**src/design/recency_frequency_table_defines.svh**
```systemverilog
// Assertion macros shared by the recency/frequency table RTL.
// No dependencies; included by the modules that assert.
`ifndef RECENCY_FREQUENCY_TABLE_DEFINES_SVH
`define RECENCY_FREQUENCY_TABLE_DEFINES_SVH

// Same-cycle implication under synchronous active-low reset
`define RFT_ASSERT_IMP(label, clk, rst_n, ante, cons, msg) \
    label: assert property (@(posedge clk) disable iff (!rst_n) (ante) |-> (cons)) \
        else $error(msg);

// Next-cycle implication under synchronous active-low reset
`define RFT_ASSERT_NXT(label, clk, rst_n, ante, cons, msg) \
    label: assert property (@(posedge clk) disable iff (!rst_n) (ante) |=> (cons)) \
        else $error(msg);

`endif

```
**src/design/rft_ram.sv**
```systemverilog
// Generic single-write, single-read RAM with registered read data.
// No dependencies.
module rft_ram #(
    parameter int WIDTH = 8,
    parameter int DEPTH = 32
) (
    input  logic                     i_clk,
    input  logic                     i_we,
    input  logic [$clog2(DEPTH)-1:0] i_waddr,
    input  logic [WIDTH-1:0]         i_wdata,
    input  logic [$clog2(DEPTH)-1:0] i_raddr,
    output logic [WIDTH-1:0]         o_rdata
);
    logic [WIDTH-1:0] r_mem [DEPTH];

    // write port
    always_ff @(posedge i_clk) begin
        if (i_we) begin
            r_mem[i_waddr] <= i_wdata;
        end
    end

    // registered read port
    always_ff @(posedge i_clk) begin
        o_rdata <= r_mem[i_raddr];
    end
endmodule

```
**config.mk**
```make
export PLATFORM = sky130hd
export DESIGN_NAME = rft_ram
export DESIGN_NICKNAME = d
export VERILOG_FILES = /design/src/design/recency_frequency_table_defines.svh /design/src/design/rft_ram.sv
export SDC_FILE = /design/constraint.sdc
export NUM_CORES = 1
export LEC_CHECK = 0
export ABC_CLOCK_PERIOD_IN_PS = 5000
export BUFFER_PORTS_ARGS = -buffer_cell sky130_fd_sc_hd__buf_2
export CAP_MARGIN = 20
export CORE_MARGIN = 4
export CORE_UTILIZATION = 60
export DETAILED_ROUTE_END_ITERATION = 7
export GPL_ROUTABILITY_DRIVEN = 0
export GPL_TIMING_DRIVEN = 0
export PLACE_DENSITY = 0.74
export SLEW_MARGIN = 20
export SYNTH_ARGS = -nofsm -noshare
export SYNTH_HDL_FRONTEND = slang
export SYNTH_SLANG_ARGS = --single-unit
```
**constraint.sdc**
```tcl
create_clock -name i_clk -period 5 [get_ports i_clk]
set_input_delay 0.25 -clock i_clk [delete_from_list [all_inputs] [get_ports i_clk]]
set_output_delay 0.25 -clock i_clk [all_outputs]
set_load 0.005 [all_outputs]
```
==> reports/results.tsv <==
stage	metric	value	unit
outcome	status	finished, final reports clean	
pwr	power.combinational.fraction	4.8	%
clock_tree	clock_path_buffers	3	
synthesis	synthDominantCellAreaShare	76.5	%
sta	fin_setup_tns	0	ps
clock_tree	clock-sinks	264	
cells_and_area	design_area	11300	µm²
pwr	power.density	417	nW/µm²
drt	routed_via_density	6.42	
clock_tree	ctsHoldBuffers	0	
drt	vias	4536	
placed_design	placed_wire_length_estimate	12500	µm
sta	rsz_0062_raised_after_global_routing	no	
synthesis	synth_top_area_cell	sky130_fd_sc_hd__edfxtp_1	
cells_and_area	multiInputGateArea	2100	µm²
synthesis	post_synth_num_cell_types	15	
placed_design	placed_area	10400	µm²
sta	finalCritPeriodShare	43.7	%
pwr	switchingPower	0.926	mW
synthesis	synth.yosys.warnings	0	
cells_and_area	syn_to_final_growth	12.8	%
die	die_y	137	µm
cells_and_area	layout.nets	487	
worst_setup_path	cp.required	5400	ps
die	die_x	137	µm
cells_and_area	ff_latch_area	7850	µm²
run	timing.max_cap.violations	0	
synthesis	synth.ff_latch_count	264	
die	core.rowCount	47	
worst_setup_path	arrival	2590	ps
worst_setup_path	startpoint_type_of_the_worst_setup_path	input port	
clock_tree	cts_resized	0	
synthesis	synth_area_per_cell	24.1	µm²
die	num_io_pins	28	
synthesis	postSynthCellCount	417	
cells_and_area	layout-drive-gt1-share	32.9	%
pwr	power.share.switching	19.6	%
clock_tree	cts_root_buf	sky130_fd_sc_hd__clkbuf_16	
drt	route.antenna.remaining_nets	0	
clock_tree	inserted_clock_buffers	26	
clock_tree	cts_htree_levels	1	
worst_setup_path	critical_path_class	in -> reg	
sta	setup_violations	0	
global_routing	globalRouteTotalUtil	22.1	%
global_routing	grt_max_degree	33	
sta	post_layout_min_period	2180	ps
clock_tree	tritoncts	yes	
sta	setup_ws	2820	ps
placed_design	placement.io_buffers	22	
cells_and_area	antennaDiodeCount	0	
worst_setup_path	timing.critical_path.fanout_max	10	
clock_tree	worst_skew_pair.late_latency	530	ps
synthesis	synth_sequential_area_ratio	78.1	%
clock_tree	postCtsSetupBuffers	0	
die	initial_utilization	60.8	%
drt	detail_route.iter0.violations	391	
pwr	design_power_total	4.73	mW
sta	slew_headroom	44.5	%
clock_tree	cts.reportedPaths.clkPinSlew	60	ps
synthesis	synthesis.nets	437	
pwr	seqPwrFrac	52.2	%
pwr	p_clk_share	43.0	%
sta	final-max-slew-violation-count	0	
global_routing	grt_first_pass_wirelength	29400	µm
drt	detailedRoute.firstPassIterationCount	4	
cells_and_area	n_fill_cell	1009	
sta	skew	14.7	ps
sta	max_clock_freq	458	MHz
placed_design	dpl_worst_slack	2290	ps
global_routing	first_global_vias	4574	
synthesis	netlist_top_cells_area	sky130_fd_sc_hd__edfxtp_1, sky130_fd_sc_hd__mux4_2, sky130_fd_sc_hd__dfxtp_1, sky130_fd_sc_hd__nor2_1, sky130_fd_sc_hd__mux2_2	
global_routing	antenna_found_initial	0	
pwr	power_report.internal_total	3.80	mW
pwr	leakagePower	3.55	nW
sta	hold_violations	0	
cells_and_area	layout_common_cells	sky130_fd_sc_hd__edfxtp_1, sky130_fd_sc_hd__mux4_2, sky130_fd_sc_hd__nor2_1	
cells_and_area	final_common_cell	sky130_fd_sc_hd__edfxtp_1	
global_routing	gr_overflow_total	0	
drt	drt-wirelength-per-cell	27.9	µm
die	fp.coreArea	16500	µm²
die	die_area	18900	µm²
synthesis	syn_area	10100	µm²
sta	worstMarginPinSlew	829	ps
hold_path	min_path_type	in -> reg	
drt	postRouteWirelength	19700	µm
worst_setup_path	reg2reg_setup_slack	3160	ps
worst_setup_path	worstSetupEndpointType	flop	
pwr	ir_drop	0.298	mV
drt	total_drc_errors_in_the_routed_layout	0	
## worst max-delay path, cell delays in order
cell	delay (ps)
sky130_fd_sc_hd__clkbuf_1	420
sky130_fd_sc_hd__buf_1	650
sky130_fd_sc_hd__mux4_2	430
sky130_fd_sc_hd__mux4_2	530
sky130_fd_sc_hd__mux2_2	290
## final timing paths
check,start,endpoint,depth (start not counted)
min reg2reg,r_mem[29][6],o_rdata[6],3
max reg2reg,r_mem[21][3],o_rdata[3],3
max,i_raddr[2],o_rdata[3],5
min,i_wdata[6],r_mem[20][6],1
## cells in the mapped netlist
cell                       count
sky130_fd_sc_hd__nand3b_1      5
sky130_fd_sc_hd__buf_2         1
sky130_fd_sc_hd__edfxtp_1    256
sky130_fd_sc_hd__or3_1         1
sky130_fd_sc_hd__buf_4         6
sky130_fd_sc_hd__mux2_2        8
sky130_fd_sc_hd__dfxtp_1       8
sky130_fd_sc_hd__or3b_2        3
sky130_fd_sc_hd__buf_1         6
sky130_fd_sc_hd__nand2_1       1
sky130_fd_sc_hd__nand3_1       2
sky130_fd_sc_hd__mux4_2       80
sky130_fd_sc_hd__clkbuf_1      6
sky130_fd_sc_hd__nor2_1       33
sky130_fd_sc_hd__buf_6         1
## power by group through the flow
| stage | clock (mW) | combinational, mW | sequential [mW] |
|---|---|---|---|
| after global routing | 2.15 | 0.246 | 2.47 |
| after detailed placement | 0 | 0.229 | 2.52 |
| after floorplan | 0 | 0.131 | 2.51 |
| after CTS | 2.06 | 0.231 | 2.47 |
| after global placement | 0 | 0.222 | 2.51 |
| final | 2.03 | 0.229 | 2.47 |
## sequential cells by signal, indices dropped and copies added, names as in the netlist
name,flops
r_mem,256
o_rdata,8
## per-stage QoR
stage | instances | hold WS [ps] | util (%)
floorplan | 417 | 349 | -
global placement | 659 | 631 | 63.2
detailed placement | 659 | 632 | 63.2
CTS | 706 | 223 | 68.6
global route | 706 | 262 | 68.6
finish | 706 | 233 | 68.6
## per-layer routing
layer  share of wire (%)  wire [µm]  track usage (%)  up-vias
met5                   0          0                0        -
met4                 2.0        385             5.27        0
met3                 8.4       1660             4.49       34
met2                  47       9350             33.4      228
met1                  42       8300             34.2     2391
li1                    -          -                -     1883
## cell families after synthesis
group	after synthesis	share of synthesized area [%]
flops	264	78.1
simple gates	45	2.07
mux	88	18.8
buf+inv	20	1.06
## area by class of cell
type / instances / area share (%)
clock inverter: 13 / 1.75
multi-input combinational: 133 / 18.5
timing repair buffer: 22 / 0.971
clock buffer: 34 / 6.18
buffer: 20 / 0.938
tap: 220 / 2.43
sequential: 264 / 69.2
(Power assumes the default switching activity.)
