### src/design/recency_frequency_table_defines.svh
// Assertion macros shared by the recency/frequency table RTL.
// No dependencies; included by the modules that assert.
`ifndef RECENCY_FREQUENCY_TABLE_DEFINES_SVH
`define RECENCY_FREQUENCY_TABLE_DEFINES_SVH

// Same-cycle implication under synchronous active-low reset
`define RFT_ASSERT_IMP(label, clk, rst_n, ante, cons, msg) \
    label: assert property (@(posedge clk) disable iff (!rst_n) (ante) |-> (cons)) \
        else $error(msg);

// Next-cycle implication under synchronous active-low reset
`define RFT_ASSERT_NXT(label, clk, rst_n, ante, cons, msg) \
    label: assert property (@(posedge clk) disable iff (!rst_n) (ante) |=> (cons)) \
        else $error(msg);

`endif

### src/design/rft_pkg.sv
// Shared constants for the recency/frequency table.
// No dependencies.
package rft_pkg;
    localparam int KEY_W  = 64;
    localparam int PORT_W = 16;
    localparam int TIME_W = 63;
    localparam int VAL_W  = 64;

    typedef logic [2:0] t_kind;
    localparam t_kind KIND_HIT     = 3'd0;
    localparam t_kind KIND_NEW     = 3'd1;
    localparam t_kind KIND_EVICT   = 3'd2;
    localparam t_kind KIND_RANKED  = 3'd3;
    localparam t_kind KIND_EMPTY   = 3'd4;

    localparam logic OP_RECORD = 1'b0;
    localparam logic OP_RANK   = 1'b1;
endpackage

### src/design/rft_cmp.sv
// Shared unsigned magnitude compare used by the oldest and ranking scans.
// Depends on rft_pkg.
module rft_cmp
    import rft_pkg::*;
(
    input  logic [VAL_W-1:0] i_a,
    input  logic [VAL_W-1:0] i_b,
    output logic             o_lt
);
    assign o_lt = (i_a < i_b);
endmodule
### config.mk
export PLATFORM = sky130hd
export DESIGN_NAME = rft_cmp
export DESIGN_NICKNAME = d
export VERILOG_FILES = /design/src/design/recency_frequency_table_defines.svh /design/src/design/rft_pkg.sv /design/src/design/rft_cmp.sv
export SDC_FILE = /design/constraint.sdc
export NUM_CORES = 1
export LEC_CHECK = 0
export BUFFER_PORTS_ARGS = -buffer_cell sky130_fd_sc_hd__buf_4
export CAP_MARGIN = 20
export CELL_PAD_IN_SITES_DETAIL_PLACEMENT = 1
export CELL_PAD_IN_SITES_GLOBAL_PLACEMENT = 1
export CORE_UTILIZATION = 27
export DETAILED_ROUTE_END_ITERATION = 12
export PLACE_DENSITY = 0.9
export SYNTH_ARGS = -nofsm -noshare
export SYNTH_HDL_FRONTEND = slang
export SYNTH_SLANG_ARGS = --single-unit
### constraint.sdc
create_clock -name vclk -period 2.79
set_input_delay 0.4185 -clock vclk [all_inputs]
set_output_delay 0.4185 -clock vclk [all_outputs]
set_load 0.01 [all_outputs]
==> results of run 1 <==
per-stage QoR:
stage / utilization / setup slack [ns] / std cells / hold slack, ns
3_3_place_gp: 0.473 / 0.161 / 429 / 1.37
3_5_place_dp: 0.473 / 0.165 / 429 / 1.39
2_1_floorplan: - / 0.514 / 228 / 1.15
6_report: 0.473 / 0.205 / 429 / 1.39
5_1_grt: 0.473 / 0.00301 / 429 / 1.42
4_1_cts: 0.473 / 0.145 / 429 / 1.39
cell usage after synthesis, drive strengths merged:
cell	count
ha	63
nor2	8
o21ai	9
a21oi	26
nand4	6
and4	4
a21o	2
nand2b	2
o21a	1
o211ai	1
a31oi	2
inv	64
a211oi	2
o32a	1
a2111oi	1
nor4	2
a22oi	1
and3	1
nand3	7
a32oi	1
a221o	1
nand2	20
nand4b	1
nor3	1
o31a	1
logic make-up after synthesis:
| kind of cell | count (synthesis) | synth area share |
|---|---|---|
| AO/OA/AOI/OAI | 49 | 0.183 |
| adder cells (fa/ha/maj) | 63 | 0.495 |
| buffers and inverters | 64 | 0.151 |
| AND/OR/NAND/NOR | 52 | 0.171 |
metal layers:
metal	global-route usage	wire, um	vias up
li1	-	-	1041
met1	0.168	1980	902
met2	0.334	2590	80
met3	0.0184	383	0
met4	0	0	0
met5	0	0	-
cell usage in the layout (no fill, tap or decap), types with 2 or more instances in the layout:
| cell | count |
|---|---|
| nand2_1 | 20 |
| nor2_1 | 7 |
| nand4_1 | 6 |
| nand2b_1 | 2 |
| o21ai_0 | 8 |
| ha_1 | 63 |
| and4_1 | 4 |
| buf_4 | 129 |
| a21oi_1 | 26 |
| a21o_1 | 2 |
| nand3_1 | 6 |
| inv_1 | 64 |
| a31oi_1 | 2 |
power by group:
part | switching [mW] | internal, mW
Clock | 0 | 0
Combinational | 0.138 | 0.205
Sequential | 0 | 0
Total | 0.138 | 0.205
layout make-up:
| class | count | area, um^2 | area share |
|---|---|---|---|
| inverters | 64 | 240 | 0.0907 |
| multi-input cells | 164 | 1350 | 0.510 |
| well taps | 72 | 90.1 | 0.0340 |
| repair buffers | 129 | 968 | 0.365 |
path summary, 6_finish.rpt:
check,start,endpoint,slack (ns),depth (start not counted)
setup / recovery,i_a[1],o_lt,0.21,8
hold / removal,i_a[62],o_lt,1.39,5
==> flow_summary.ini, run 1 <==
[grt]
grt_pass1_wl_um = 8090
grt_pass1_vias = 2037
grt_max_degree = 4
antenna_found_initial = 0
track_usage = 0.156
grt.overflow.total = 0

[place]
portBuffers = 129
routabilityCongestion = 0.758
place_area_um2 = 2650
dpl.hpwl_um = 4790

[timing]
hold_viol_final = 0
finalSetupViolCount = 0
drv_slew = 0
worst_pin_slew_ns = 0.490
finalCritPeriodShare = 0.926
grt_setup_unrepaired = false
relSlewSlack = 0.665
tns_ns = 0
max_freq_mhz = 387
period_minus_slack_ns = 2.58

[route]
routed-via-count = 2023
wl_per_cell_um = 11.6
dr.pass1.iters = 2
drc = 0
post_drt_via_cell_ratio = 4.72
first_iter_violations = 5
totalWireLength_um = 4960
final_antenna_net_count = 0

[setup_path]
start_kind = input pin
critPathTopFamily = compound AO/OA/AOI/OAI gates
cp.required_ns = 2.37
path_class = in -> out
slowest_delay_ns = 0.47
path_cells = buf_4 > ha_1 > a2111oi_0 > o32a_1 > nand4b_1 > a31oi_1 > o31a_1 > buf_4
crit_top_cell = buf_4
crit_arrival_ns = 2.17
worstSetupEndpointType = primary output
path_buf_inv = 2
path_max_fanout = 1
cp_slowest_cell = a2111oi_0

[layout]
register_area_um2 = 0
drive_gt1_frac = 0.373
final_area_um2 = 2650
syn_to_final_growth_pct = 66.5
antenna_cells = 0
nets = 550
clock_buffers = 0
fillCellCount = 751
nFlopsAndLatches = 0

[cts]
ctsResizeCount = 0
postCtsSetupRepairBufs = 0
holdBufCountCts = 0

[floorplan]
core_area_um2 = 5610
die-height_um = 78.8
die-area_um2 = 6210
rows = 27
start_util = 0.284
fp.dieW_um = 78.8
ios = 129

[power_and_ir_drop]
fin_total_pwr_mw = 0.343
p_per_area_nw_per_um2 = 129
p_leak_nw = 1.63
irDropWorstVdd_mv = 0.0489

[logic_synthesis]
seq_area_frac_synth = 0
synth_nets = 419
synth_area_per_cell_um2 = 6.98
synth_area_leaders = ha_1, inv_1, a21oi_1, nand2_1, o21ai_0
synth_top_cell_by_area = ha_1
ys.warnings.count = 0
synth_top_area_frac = 0.495
synthCells = 228
ys_types = 30
synth_area_um2 = 1590

[job]
maxCapViolations = 0

[outcome]
outcome = complete, no violations

[min_path]
min_path_type = in -> out
Note: power is estimated with default switching activity, not from simulation.
==> run 2: changes to the inputs <==
--- a/config.mk
+++ b/config.mk
@@ -5,13 +5,13 @@
 export SDC_FILE = /design/constraint.sdc
 export NUM_CORES = 1
 export LEC_CHECK = 0
-export BUFFER_PORTS_ARGS = -buffer_cell sky130_fd_sc_hd__buf_4
 export CAP_MARGIN = 20
 export CELL_PAD_IN_SITES_DETAIL_PLACEMENT = 1
 export CELL_PAD_IN_SITES_GLOBAL_PLACEMENT = 1
-export CORE_UTILIZATION = 27
+export CORE_UTILIZATION = 44
 export DETAILED_ROUTE_END_ITERATION = 12
-export PLACE_DENSITY = 0.9
+export DONT_BUFFER_PORTS = 1
+export PLACE_DENSITY_LB_ADDON = 0.1
 export SYNTH_ARGS = -nofsm -noshare
 export SYNTH_HDL_FRONTEND = slang
 export SYNTH_SLANG_ARGS = --single-unit
==> flow_summary.ini, run 2 (synthesis results as in run 1) <==
[outcome]
outcome = complete, no violations

[route]
totalWireLength_um = 3970
drc = 0
routed-via-count = 1546
dr.pass1.iters = 4
post_drt_via_cell_ratio = 5.64
wl_per_cell_um = 14.5
final_antenna_net_count = 0
first_iter_violations = 24

[power_and_ir_drop]
p_per_area_nw_per_um2 = 125
comb_power_share = 1.000
switchingPower_mw = 0.112
fin_total_pwr_mw = 0.207
p_leak_nw = 1.01
seqPwrFrac = 0
swShare = 0.543
power.internal_mw = 0.0944
irDropWorstVdd_mv = 0.0452
power_frac_clock = 0

[grt]
antenna_found_initial = 0
grt.overflow.total = 0
grt_pass1_wl_um = 6780
grt_max_degree = 4
track_usage = 0.204
grt_pass1_vias = 1700

[setup_path]
startpoint = i_b[39]
critPathTopFamily = compound AO/OA/AOI/OAI gates
cp_slowest_cell = a221o_1
cp.required_ns = 2.37
start_kind = input pin
path_max_fanout = 3
crit_arrival_ns = 2.04
worstSetupEndpointType = primary output
path_cells = inv_1 > ha_1 > and3_1 > a221o_1 > a211oi_2 > a32oi_1 > a31oi_1 > o31a_1
endpoint = o_lt
path_buf_inv = 1
worst-path-stages = 8
path_class = in -> out
slowest_delay_ns = 0.32

[job]
maxCapViolations = 0

[place]
dpl.hpwl_um = 3880
dp_cells = 274
portBuffers = 0
routabilityCongestion = 0.717

[cts]
postCtsSetupRepairBufs = 0
holdBufCountCts = 0
ctsResizeCount = 0

[timing]
hold_viol_final = 0
period_minus_slack_ns = 2.45
tns_ns = 0
worst_pin_slew_ns = 0.418
finalCritPeriodShare = 0.880
holdWs_ns = 1.20
drv_slew = 0
grt_setup_unrepaired = false
finalSetupViolCount = 0
max_freq_mhz = 407
relSlewSlack = 0.719

[layout]
syn_to_final_growth_pct = 3.62
nets = 421
final_cell_mix = inv_1, ha_1, a21oi_1, nand2_1, o21ai_0
nFlopsAndLatches = 0
drive_gt1_frac = 0.0175
antenna_cells = 0
register_area_um2 = 0
fillCellCount = 462
mostFrequentLayoutCell = inv_1
clock_buffers = 0
stdcell_count = 274

[min_path]
min_path_type = in -> out

[floorplan]
die-height_um = 62.1
rows = 21
start_util = 0.470
die-area_um2 = 3860
core_area_um2 = 3390
ios = 129
fp.dieW_um = 62.1
[run 2: per-layer routing]
layer / GRT usage / vias to the layer above / share of wire
met3: 0.0441 / 2 / 0.076
li1: - / 787 / -
met2: 0.433 / 71 / 0.55
met1: 0.208 / 686 / 0.37
met4: 0.00581 / 0 / 0.0023
met5: 0 / - / 0
[run 2: cell type report]
type	instances	area [um^2]	area share
well taps	46	57.6	0.0349
inverters	64	240	0.146
multi-input cells	164	1350	0.819
[run 2: how the worst min path moves through the flow]
stage | to | cells after the start | start | slack (ns)
3_5_place_dp | o_lt | 3 | i_a[62] | 1.20
2_1_floorplan | o_lt | 3 | i_a[62] | 1.15
3_3_place_gp | o_lt | 3 | i_a[62] | 1.19
6_report | o_lt | 3 | i_a[62] | 1.20
4_1_cts | o_lt | 3 | i_a[62] | 1.20
5_1_grt | o_lt | 3 | i_a[62] | 1.22
[run 2: power groups by stage]
stage	Sequential [mW]	Clock, mW	Combinational (mW)
finish	0	0	0.207
global route	0	0	0.244
CTS	0	0	0.211
detailed placement	0	0	0.209
global placement	0	0	0.187
floorplan	0	0	0.159
[run 2: through the flow]
step | area (um^2) | utilization | setup slack (ns)
final | 1650 | 0.487 | 0.335
after global routing | 1650 | 0.487 | 0.237
after CTS | 1650 | 0.487 | 0.357
after global placement | 1650 | 0.487 | 0.425
after floorplan | 1590 | - | 0.514
after detailed placement | 1650 | 0.487 | 0.379
==> run 3: changes to the inputs <==
--- a/config.mk
+++ b/config.mk
@@ -8,10 +8,11 @@
 export CAP_MARGIN = 20
 export CELL_PAD_IN_SITES_DETAIL_PLACEMENT = 1
 export CELL_PAD_IN_SITES_GLOBAL_PLACEMENT = 1
+export CORE_ASPECT_RATIO = 1.1
 export CORE_UTILIZATION = 44
 export DETAILED_ROUTE_END_ITERATION = 12
 export DONT_BUFFER_PORTS = 1
-export PLACE_DENSITY_LB_ADDON = 0.1
+export PLACE_DENSITY = 0.93
 export SYNTH_ARGS = -nofsm -noshare
 export SYNTH_HDL_FRONTEND = slang
 export SYNTH_SLANG_ARGS = --single-unit
==> flow_summary.ini, run 3 (synthesis results as in run 1) <==
[outcome]
outcome = complete, no violations

[power_and_ir_drop]
comb_power_share = 1.000
fin_total_pwr_mw = 0.203
power_frac_clock = 0
p_leak_nw = 1.01
p_per_area_nw_per_um2 = 123
switchingPower_mw = 0.110
power.internal_mw = 0.0932
irDropWorstVdd_mv = 0.0472
seqPwrFrac = 0
swShare = 0.541

[timing]
holdWs_ns = 1.20
grt_setup_unrepaired = false
max_freq_mhz = 420
finalSetupViolCount = 0
worst_pin_slew_ns = 0.366
period_minus_slack_ns = 2.38
tns_ns = 0
relSlewSlack = 0.749
hold_viol_final = 0
finalCritPeriodShare = 0.853
drv_slew = 0

[grt]
track_usage = 0.195
grt_pass1_wl_um = 6030
antenna_found_initial = 0
busiest_layer = met2
grt.overflow.total = 0
gr-usage-met1 = 0.171
gr-usage-met3 = 0.0259
grt_pass1_vias = 1662
use_met2 = 0.441
grt_max_degree = 4

[route]
wl_per_cell_um = 13.9
drc = 0
dr.pass1.iters = 4
post_drt_via_cell_ratio = 5.66
first_iter_violations = 31
routed-via-count = 1561
totalWireLength_um = 3840
final_antenna_net_count = 0

[layout]
clock_buffers = 0
fin_util = 0.488
nets = 421
fillCellCount = 456
antenna_cells = 0
register_area_um2 = 0
nFlopsAndLatches = 0
drive_gt1_frac = 0.0175
multi_input_area_um2 = 1350
syn_to_final_growth_pct = 3.77
stdcell_count = 276
final_cell_mix = inv_1, ha_1, a21oi_1, nand2_1, o21ai_0
mostFrequentLayoutCell = inv_1

[setup_path]
worstSetupEndpointType = primary output
start_kind = input pin
critPathTopFamily = compound AO/OA/AOI/OAI gates
path_cells = inv_1 > ha_1 > a21o_1 > a221o_1 > a211oi_2 > a32oi_1 > a31oi_1 > o31a_1
path_max_fanout = 2
startpoint = i_b[38]
crit_arrival_ns = 1.96
path_class = in -> out
slowest_delay_ns = 0.35
path_buf_inv = 1
cp_slowest_cell = a221o_1
cp.required_ns = 2.37

[place]
dpl.hpwl_um = 3800
routabilityCongestion = 0.749
portBuffers = 0
dp_cells = 276

[job]
maxCapViolations = 0

[cts]
postCtsSetupRepairBufs = 0
holdBufCountCts = 0
ctsResizeCount = 0

[min_path]
hold_start = i_a[62]
min_path_type = in -> out

[floorplan]
fp.dieW_um = 59.3
die-area_um2 = 3860
start_util = 0.470
die-height_um = 65.1
ios = 129
rows = 22
core_area_um2 = 3390
==> run 3: cell counts in the layout (fill, tap and decap cells not counted) <==
No cell type changed its count.
==> run 3: final cells by class <==
| class | count | area share |
|---|---|---|
| inverters | 64 | 0.145 |
| multi-input cells | 164 | 0.818 |
| well taps | 48 | 0.0364 |
==> run 3: through the flow <==
step / cell area (um^2) / setup WS, ns
finish: 1650 / 0.409
global route: 1650 / 0.304
CTS: 1650 / 0.396
detailed placement: 1650 / 0.401
global placement: 1650 / 0.454
floorplan: 1590 / 0.514
==> run 3: path summary, 6_finish.rpt <==
check	endpoint	slack, ns	cells past startpoint
worst max-delay path	o_lt	0.41	8
worst min-delay path	o_lt	1.20	3
==> run 3: routing by layer <==
layer	part of all wire	routed length (um)
met5	0	0
met2	0.57	2190
met1	0.35	1340
met3	0.071	273
met4	0.0086	33
==> run 3: power by group through the flow <==
stage | Combinational, mW | Sequential [mW] | Clock (mW)
finish | 0.203 | 0 | 0
global route | 0.243 | 0 | 0
CTS | 0.208 | 0 | 0
detailed placement | 0.206 | 0 | 0
global placement | 0.192 | 0 | 0
floorplan | 0.159 | 0 | 0
